### config.mk
export PLATFORM = sky130hd
export DESIGN_NAME = compacting_array_list_top
export DESIGN_NICKNAME = d
export VERILOG_FILES = /design/src/rtl/cal_pkg.sv /design/src/rtl/cal_ram.sv /design/src/rtl/cal_ctrl.sv /design/src/rtl/cal_dp.sv /design/src/rtl/compacting_array_list_top.sv
export SDC_FILE = /design/constraint.sdc
export NUM_CORES = 2
export LEC_CHECK = 0
export BUFFER_PORTS_ARGS = -buffer_cell sky130_fd_sc_hd__buf_4
export CAP_MARGIN = 20
export CORE_MARGIN = 2
export CORE_UTILIZATION = 45
export DETAILED_ROUTE_END_ITERATION = 16
export GPL_ROUTABILITY_DRIVEN = 0
export PLACE_DENSITY = 0.57
export SETUP_SLACK_MARGIN = 0.5
export SKIP_LAST_GASP = 1
export SYNTH_ARGS = -nofsm -noshare
export SYNTH_HDL_FRONTEND = slang
export SYNTH_SLANG_ARGS = --single-unit
### constraint.sdc
create_clock -name clk -period 4.6 [get_ports clk]
set_clock_uncertainty 0.05 [all_clocks]
set_input_delay 0.69 -clock clk [delete_from_list [all_inputs] [get_ports clk]]
set_output_delay 0.69 -clock clk [all_outputs]
set_load 0.005 [all_outputs]
### src/rtl/cal_pkg.sv
`default_nettype none
package cal_pkg;

  localparam int DATA_W           = 32;
  localparam int CNT_W            = 7;
  localparam int STORE_DEPTH      = 64;
  localparam int CAPACITY_DEFAULT = 64;

  typedef enum logic [1:0] {
    OP_APPEND   = 2'd0,
    OP_READ_ALL = 2'd1,
    OP_UPDATE   = 2'd2,
    OP_DELETE   = 2'd3
  } opcode_t;

  typedef enum logic [1:0] {
    ST_OK      = 2'd0,
    ST_FULL    = 2'd1,
    ST_EMPTY   = 2'd2,
    ST_BAD_POS = 2'd3
  } status_t;

  typedef struct packed {
    opcode_t                    opcode;
    logic [CNT_W-1:0]           position;
    logic signed [DATA_W-1:0]   new_value;
  } in_t;

  typedef struct packed {
    status_t                    status;
    logic signed [DATA_W-1:0]   element;
    logic [CNT_W-1:0]           element_count;
    logic                       last;
  } out_t;

  typedef enum logic [2:0] {
    S_IDLE,
    S_DECIDE,
    S_RD_ISSUE,
    S_RD_LOAD,
    S_DEL_RD,
    S_DEL_WR,
    S_RESP
  } state_t;

  typedef struct packed {
    logic    latch_in;
    logic    idx_zero;
    logic    idx_inc;
    logic    mem_we;
    logic    waddr_idx;
    logic    wdata_mem;
    logic    mem_re;
    logic    raddr_next;
    logic    cnt_inc;
    logic    cnt_dec;
    logic    out_load;
    status_t out_status;
    logic    out_elem_mem;
    logic    out_last;
  } cmd_t;

  typedef struct packed {
    opcode_t opcode;
    logic    full;
    logic    empty;
    logic    pos_ok;
    logic    idx_last;
    logic    slot_free;
  } stat_t;

endpackage
`default_nettype wire

### src/rtl/cal_ram.sv
`default_nettype none
module cal_ram #(
  parameter int WIDTH = 32,
  parameter int DEPTH = 64,
  localparam int AW = (DEPTH > 1) ? $clog2(DEPTH) : 1
) (
  input  wire logic             clk,
  input  wire logic             we,
  input  wire logic [AW-1:0]    waddr,
  input  wire logic [WIDTH-1:0] wdata,
  input  wire logic             re,
  input  wire logic [AW-1:0]    raddr,
  output logic      [WIDTH-1:0] rdata
);

  logic [WIDTH-1:0] mem [DEPTH];

  always_ff @(posedge clk) begin
    if (we) begin
      mem[waddr] <= wdata;
    end
    if (re) begin
      rdata <= mem[raddr];
    end
  end

endmodule
`default_nettype wire

### src/rtl/cal_ctrl.sv
`default_nettype none
module cal_ctrl (
  input  wire logic            clk,
  input  wire logic            rst_n,
  input  wire logic            in_valid,
  output logic                 in_ready,
  input  wire cal_pkg::stat_t  stat,
  output cal_pkg::cmd_t        cmd
);

  cal_pkg::state_t  state_r, state_nxt;
  cal_pkg::status_t resp_r, resp_nxt;

  always_ff @(posedge clk) begin
    if (!rst_n) begin
      state_r <= cal_pkg::S_IDLE;
      resp_r  <= cal_pkg::ST_OK;
    end else begin
      state_r <= state_nxt;
      resp_r  <= resp_nxt;
    end
  end

  // next state
  always_comb begin
    state_nxt = state_r;
    resp_nxt  = resp_r;
    case (state_r)
      cal_pkg::S_IDLE: begin
        if (in_valid) begin
          state_nxt = cal_pkg::S_DECIDE;
        end
      end
      cal_pkg::S_DECIDE: begin
        case (stat.opcode)
          cal_pkg::OP_APPEND: begin
            resp_nxt  = stat.full ? cal_pkg::ST_FULL : cal_pkg::ST_OK;
            state_nxt = cal_pkg::S_RESP;
          end
          cal_pkg::OP_READ_ALL: begin
            if (stat.empty) begin
              resp_nxt  = cal_pkg::ST_EMPTY;
              state_nxt = cal_pkg::S_RESP;
            end else begin
              state_nxt = cal_pkg::S_RD_ISSUE;
            end
          end
          cal_pkg::OP_UPDATE: begin
            resp_nxt  = stat.pos_ok ? cal_pkg::ST_OK : cal_pkg::ST_BAD_POS;
            state_nxt = cal_pkg::S_RESP;
          end
          cal_pkg::OP_DELETE: begin
            if (stat.pos_ok) begin
              state_nxt = cal_pkg::S_DEL_RD;
            end else begin
              resp_nxt  = cal_pkg::ST_BAD_POS;
              state_nxt = cal_pkg::S_RESP;
            end
          end
          default: state_nxt = cal_pkg::S_IDLE;
        endcase
      end
      cal_pkg::S_RD_ISSUE: state_nxt = cal_pkg::S_RD_LOAD;
      cal_pkg::S_RD_LOAD: begin
        if (stat.slot_free) begin
          state_nxt = stat.idx_last ? cal_pkg::S_IDLE : cal_pkg::S_RD_ISSUE;
        end
      end
      cal_pkg::S_DEL_RD: begin
        if (stat.idx_last) begin
          resp_nxt  = cal_pkg::ST_OK;
          state_nxt = cal_pkg::S_RESP;
        end else begin
          state_nxt = cal_pkg::S_DEL_WR;
        end
      end
      cal_pkg::S_DEL_WR: state_nxt = cal_pkg::S_DEL_RD;
      cal_pkg::S_RESP: begin
        if (stat.slot_free) begin
          state_nxt = cal_pkg::S_IDLE;
        end
      end
      default: state_nxt = cal_pkg::S_IDLE;
    endcase
  end

  // outputs
  always_comb begin
    cmd          = '0;
    cmd.out_status = cal_pkg::ST_OK;
    in_ready     = 1'b0;
    case (state_r)
      cal_pkg::S_IDLE: begin
        in_ready     = 1'b1;
        cmd.latch_in = in_valid;
      end
      cal_pkg::S_DECIDE: begin
        case (stat.opcode)
          cal_pkg::OP_APPEND: begin
            cmd.mem_we  = !stat.full;
            cmd.cnt_inc = !stat.full;
          end
          cal_pkg::OP_READ_ALL: cmd.idx_zero = 1'b1;
          cal_pkg::OP_UPDATE: begin
            cmd.mem_we    = stat.pos_ok;
            cmd.waddr_idx = 1'b1;
          end
          default: ;
        endcase
      end
      cal_pkg::S_RD_ISSUE: cmd.mem_re = 1'b1;
      cal_pkg::S_RD_LOAD: begin
        cmd.out_load     = stat.slot_free;
        cmd.out_elem_mem = 1'b1;
        cmd.out_last     = stat.idx_last;
        cmd.idx_inc      = stat.slot_free && !stat.idx_last;
      end
      cal_pkg::S_DEL_RD: begin
        // fetch the element above the gap, or close the list when none is left
        cmd.mem_re     = !stat.idx_last;
        cmd.raddr_next = 1'b1;
        cmd.cnt_dec    = stat.idx_last;
      end
      cal_pkg::S_DEL_WR: begin
        cmd.mem_we    = 1'b1;
        cmd.waddr_idx = 1'b1;
        cmd.wdata_mem = 1'b1;
        cmd.idx_inc   = 1'b1;
      end
      cal_pkg::S_RESP: begin
        cmd.out_load   = stat.slot_free;
        cmd.out_status = resp_r;
        cmd.out_last   = 1'b1;
      end
      default: ;
    endcase
  end

endmodule
`default_nettype wire

### src/rtl/cal_dp.sv
`default_nettype none
module cal_dp #(
  parameter int CAPACITY = cal_pkg::CAPACITY_DEFAULT
) (
  input  wire logic           clk,
  input  wire logic           rst_n,
  input  wire cal_pkg::in_t   in_data,
  input  wire cal_pkg::cmd_t  cmd,
  output cal_pkg::stat_t      stat,
  output logic                out_valid,
  input  wire logic           out_ready,
  output cal_pkg::out_t       out_data
);

  localparam int AW = (CAPACITY > 1) ? $clog2(CAPACITY) : 1;
  localparam logic [cal_pkg::CNT_W-1:0] CAP_CNT = cal_pkg::CNT_W'(CAPACITY);

  cal_pkg::opcode_t                  op_r;
  logic [cal_pkg::CNT_W-1:0]         pos_r;
  logic [cal_pkg::DATA_W-1:0]        val_r;
  logic [cal_pkg::CNT_W-1:0]         count_r, count_nxt;
  logic [cal_pkg::CNT_W-1:0]         idx_r, idx_nxt;
  logic                              out_valid_r, out_valid_nxt;
  cal_pkg::out_t                     out_data_r;

  logic [cal_pkg::CNT_W:0]           idx_plus1;
  logic [AW-1:0]                     waddr, raddr;
  logic [cal_pkg::DATA_W-1:0]        wdata, rdata;

  assign idx_plus1 = {1'b0, idx_r} + {{cal_pkg::CNT_W{1'b0}}, 1'b1};
  assign waddr     = cmd.waddr_idx  ? idx_r[AW-1:0] : count_r[AW-1:0];
  assign raddr     = cmd.raddr_next ? idx_plus1[AW-1:0] : idx_r[AW-1:0];
  assign wdata     = cmd.wdata_mem  ? rdata : val_r;

  cal_ram #(
    .WIDTH (cal_pkg::DATA_W),
    .DEPTH (CAPACITY)
  ) u_store (
    .clk   (clk),
    .we    (cmd.mem_we),
    .waddr (waddr),
    .wdata (wdata),
    .re    (cmd.mem_re),
    .raddr (raddr),
    .rdata (rdata)
  );

  always_comb begin
    count_nxt = count_r;
    if (cmd.cnt_inc) begin
      count_nxt = count_r + 1'b1;
    end else if (cmd.cnt_dec) begin
      count_nxt = count_r - 1'b1;
    end
  end

  always_comb begin
    idx_nxt = idx_r;
    if (cmd.latch_in) begin
      // position is 1-based
      idx_nxt = in_data.position - 1'b1;
    end else if (cmd.idx_zero) begin
      idx_nxt = '0;
    end else if (cmd.idx_inc) begin
      idx_nxt = idx_plus1[cal_pkg::CNT_W-1:0];
    end
  end

  always_comb begin
    out_valid_nxt = out_valid_r;
    if (cmd.out_load) begin
      out_valid_nxt = 1'b1;
    end else if (out_ready) begin
      out_valid_nxt = 1'b0;
    end
  end

  always_ff @(posedge clk) begin
    if (!rst_n) begin
      count_r     <= '0;
      out_valid_r <= 1'b0;
    end else begin
      count_r     <= count_nxt;
      out_valid_r <= out_valid_nxt;
    end
  end

  always_ff @(posedge clk) begin
    idx_r <= idx_nxt;
    if (cmd.latch_in) begin
      op_r  <= in_data.opcode;
      pos_r <= in_data.position;
      val_r <= in_data.new_value;
    end
    if (cmd.out_load) begin
      out_data_r.status        <= cmd.out_status;
      out_data_r.element       <= cmd.out_elem_mem ? rdata : '0;
      out_data_r.element_count <= count_r;
      out_data_r.last          <= cmd.out_last;
    end
  end

  always_comb begin
    stat.opcode    = op_r;
    stat.full      = count_r >= CAP_CNT;
    stat.empty     = count_r == '0;
    stat.pos_ok    = (pos_r != '0) && (pos_r <= count_r);
    stat.idx_last  = idx_plus1 >= {1'b0, count_r};
    stat.slot_free = !out_valid_r || out_ready;
  end

  assign out_valid = out_valid_r;
  assign out_data  = out_data_r;

endmodule
`default_nettype wire

### src/rtl/compacting_array_list_top.sv
`default_nettype none
// Bounded list of signed 32-bit words held packed at the front of a
// CAPACITY-entry RAM. Append, update and invalid commands give one result,
// loaded by a response state after the decide state; a read-out of n elements
// gives n results (one RAM read then an output load each); a delete at
// position p on a list of n elements reads each later element and writes it
// back one place down through the single RAM port pair. A new command is taken
// once the previous one has placed its last result in the output register,
// which may still be waiting to be taken.
module compacting_array_list_top #(
  parameter int CAPACITY = cal_pkg::CAPACITY_DEFAULT
) (
  input  wire logic          clk,
  input  wire logic          rst_n,
  input  wire logic          in_valid,
  output logic               in_ready,
  input  wire cal_pkg::in_t  in_data,
  output logic               out_valid,
  input  wire logic          out_ready,
  output cal_pkg::out_t      out_data
);

  cal_pkg::cmd_t  cmd;
  cal_pkg::stat_t stat;

  cal_ctrl u_ctrl (
    .clk      (clk),
    .rst_n    (rst_n),
    .in_valid (in_valid),
    .in_ready (in_ready),
    .stat     (stat),
    .cmd      (cmd)
  );

  cal_dp #(
    .CAPACITY (CAPACITY)
  ) u_dp (
    .clk       (clk),
    .rst_n     (rst_n),
    .in_data   (in_data),
    .cmd       (cmd),
    .stat      (stat),
    .out_valid (out_valid),
    .out_ready (out_ready),
    .out_data  (out_data)
  );

endmodule
`default_nettype wire

==> reports/qor.yml <==
status: "finished clean"
dp.cells: 7201
synth-async-reset-ratio: 0
path_cells: "and2_1 > nand4_1 > or3_1 > a21oi_4 > buf_4 > o31ai_1 > nor4_1 > buf_4 > nor4_1"
worstSetupEndpointType: "flip-flop"
final_area_mm2: 0.0951
ys_warn_count: 0
clkLatencyLatePin_ps: 870
timing.rr.start: "u_dp.idx_r[0]"
ys_types: 56
synth.avg_cell_area_um2: 17.1
crit_slowest_cell: "nor4_1"
path_max_fanout: 15
start_util: 0.454
setup_viol: 0
cts-root-buf: "clkbuf_16"
antenna_found_initial: 21
track_usage: 0.273
gr-total-overflow: 0
hold_end: "u_ctrl.state_r[2]"
p_leak_nw: 29.7
syn-num-nets: 4764
synth_edf_count: 2170
drt_iter0_drc: 6084
reg2reg_depth: 9
grt_max_degree: 85
layout-drive-gt1-share: 0.178
num_rows: 154
via_count: 48800
min_path_cells: 3
syn_area_mm2: 0.0802
numCtsBuffers: 213
hold_viol_final: 0
fmax_mhz: 249
ant_nets: 0
wl_um: 250000
power-per-cell-area_mw_per_mm2: 573
met2_length_um: 121000
instances_no_fill: 7653
cts_tree: "yes"
tightest_slew_ps: 1150
grt_pass1_vias: 46900
critical_path_required_ps: 5160
route.met3.wl_um: 20000
drc: 0
timing.rr.end: "u_dp.u_store.rdata[31]"
start_kind: "flip-flop"
min_from: "in_valid"
fill_cells: 13900
r2r_setup_slack_ps: 590
die_w_um: 426
synthToLayoutAreaGrowth_pct: 18.7
drv_slew: 0
netlist_instances: 4697
cts.reportedPaths.clkPinSlew_ps: 70
die_area_mm2: 0.182
clockBufferDepth: 3
io_buffers: 88
cts.sinks: 2183
nets: 5189
cap_violations: 0
ys_dominant_reg_cell: "edfxtp_1"
criticalPathCategory: "flip-flop to flip-flop"
grt_pass1_wl_um: 354000
hp-class: "input port to flip-flop"
fin_crit_ps: 4010
num_io_pins: 89
layout_common_cells: "edfxtp_1, o22ai_1, nor3_1"
multi_input_area_mm2: 0.0143
mostFrequentLayoutCell: "edfxtp_1"
slowest_delay_ps: 840
ys_seq_elements: 2183
die_height_um: 426
rsz0062_at_grt: "false"
drt_pass1_iterations: 5
timing.final.crit_share: 0.871
hpwl_um: 153000
register_area_mm2: 0.0654
slew_headroom: 0.228
cp.arrival_ps: 4570
core_area_mm2: 0.177
synth_seq_area_share: 0.816
vias_per_cell: 6.38
peakVddDrop_mv: 0.372
htree_levels: 4
top_layer: "met5"
place_area_mm2: 0.0880
met1_length_um: 99500
post_drt_wl_per_cell_um: 32.7
## worst max-delay path, delay by kind of cell (launching register included)
family	cells	cell delay, ps
and+or+nand+nor	5	2100
AOI/OAI and AO/OA	2	560
buffers and inverters	2	590
DFF	1	450
## state kept, by name, indices dropped and copies added, names as in the netlist
name,cells
u_dp.val_r,32
u_dp.op_r,2
u_dp.out_valid,1
u_ctrl.resp_r,2
u_dp.pos_r,7
u_dp.u_store.mem,2048
u_ctrl.state_r,3
u_dp.out_data,42
u_dp.idx_r,7
u_dp.count_r,7
u_dp.u_store.rdata,32
## report_power, final
group / switching (W) / total, W / internal, W
Sequential: 0.000290 / 0.0232 / 0.0229
Combinational: 0.0102 / 0.0147 / 0.00450
Clock: 0.00748 / 0.0167 / 0.00919
Total: 0.0179 / 0.0545 / 0.0366
## cell usage after synthesis (6+ instances only)
library cell	number	share of area
o21ai_0	7	0.00044
mux2_2	35	0.0049
nor2_1	43	0.0020
xor2_1	7	0.00076
xnor2_1	10	0.0011
a21o_1	7	0.00066
dfxtp_1	13	0.0032
nand3_1	71	0.0044
ha_1	21	0.0033
nor3_1	399	0.025
and3_1	36	0.0028
inv_1	25	0.0012
nand2_1	26	0.0012
buf_1	33	0.0015
o22ai_1	1024	0.080
o31ai_1	124	0.012
nand2b_1	6	0.00047
edfxtp_1	2170	0.81
buf_2	89	0.0056
clkbuf_1	220	0.010
nor2b_1	7	0.00055
mux2i_1	16	0.0020
a31oi_1	12	0.00094
a21oi_1	80	0.0050
nor4_1	156	0.012
## area by class of cell
type,count,share of cell area
flip-flops and latches,2183,0.688
multi-input cells,2146,0.151
repair buffers,553,0.0600
clock buffers,265,0.0583
well taps,2340,0.0308
clock inverters,125,0.0113
inverters,25,0.00104
diodes,16,0.000421
## worst max-delay path by stage
stage	from	end	slack, ps	cells past startpoint
6_report	u_dp.idx_r[0]	u_dp.u_store.rdata[31]	590	9
5_1_grt	u_ctrl.state_r[2]	u_dp.u_store.rdata[31]	520	12
4_1_cts	u_dp.idx_r[0]	u_dp.u_store.rdata[28]	380	11
3_5_place_dp	u_dp.idx_r[0]	u_dp.u_store.rdata[28]	110	10
3_3_place_gp	u_ctrl.state_r[2]	u_dp.u_store.rdata[4]	-350	9
2_1_floorplan	u_dp.count_r[1]	u_dp.u_store.mem[0][0]	510	11
## logic make-up (layout without fill, tap and decap cells)
logic type	count (synthesis)	after routing	synth area share
AOI/OAI and AO/OA	1293	1293	0.103
DFF	2183	2183	0.816
adders and majority gates	22	22	0.00353
other	0	16	0
and+or+nand+nor	762	762	0.0503
muxes	52	52	0.00719
xor gates and xnor gates	17	17	0.00186
buffers and inverters	368	968	0.0187
## routing by layer
| layer | GRT usage | vias up |
|---|---|---|
| met5 | 0 | - |
| met4 | 0.104 | 12 |
| met3 | 0.0477 | 390 |
| met2 | 0.438 | 2358 |
| met1 | 0.373 | 25500 |
| li1 | - | 20600 |
## metrics by stage
stage	total power, W	worst slack [ps]	TNS [ps]	util	hold WS, ps
3_5_place_dp	0.0381	111	0	0.498	416
5_1_grt	0.0561	516	0	0.538	115
3_3_place_gp	0.0379	-355	-530	0.497	407
6_report	0.0545	592	0	0.539	126
2_1_floorplan	0.0306	505	0	-	391
4_1_cts	0.0546	380	0	0.538	65.6
## what timing repair did
action | in CTS | in global routing
hold buffers | 41 | 0
setup endpoints to repair | 3 | 5
endpoints found under the hold margin | 41 | 0
setup buffers | 5 | 0
pin swaps | 1 | 0
resized for setup | 2 | 3
cloned | 0 | 0
(Power assumes the default switching activity.)
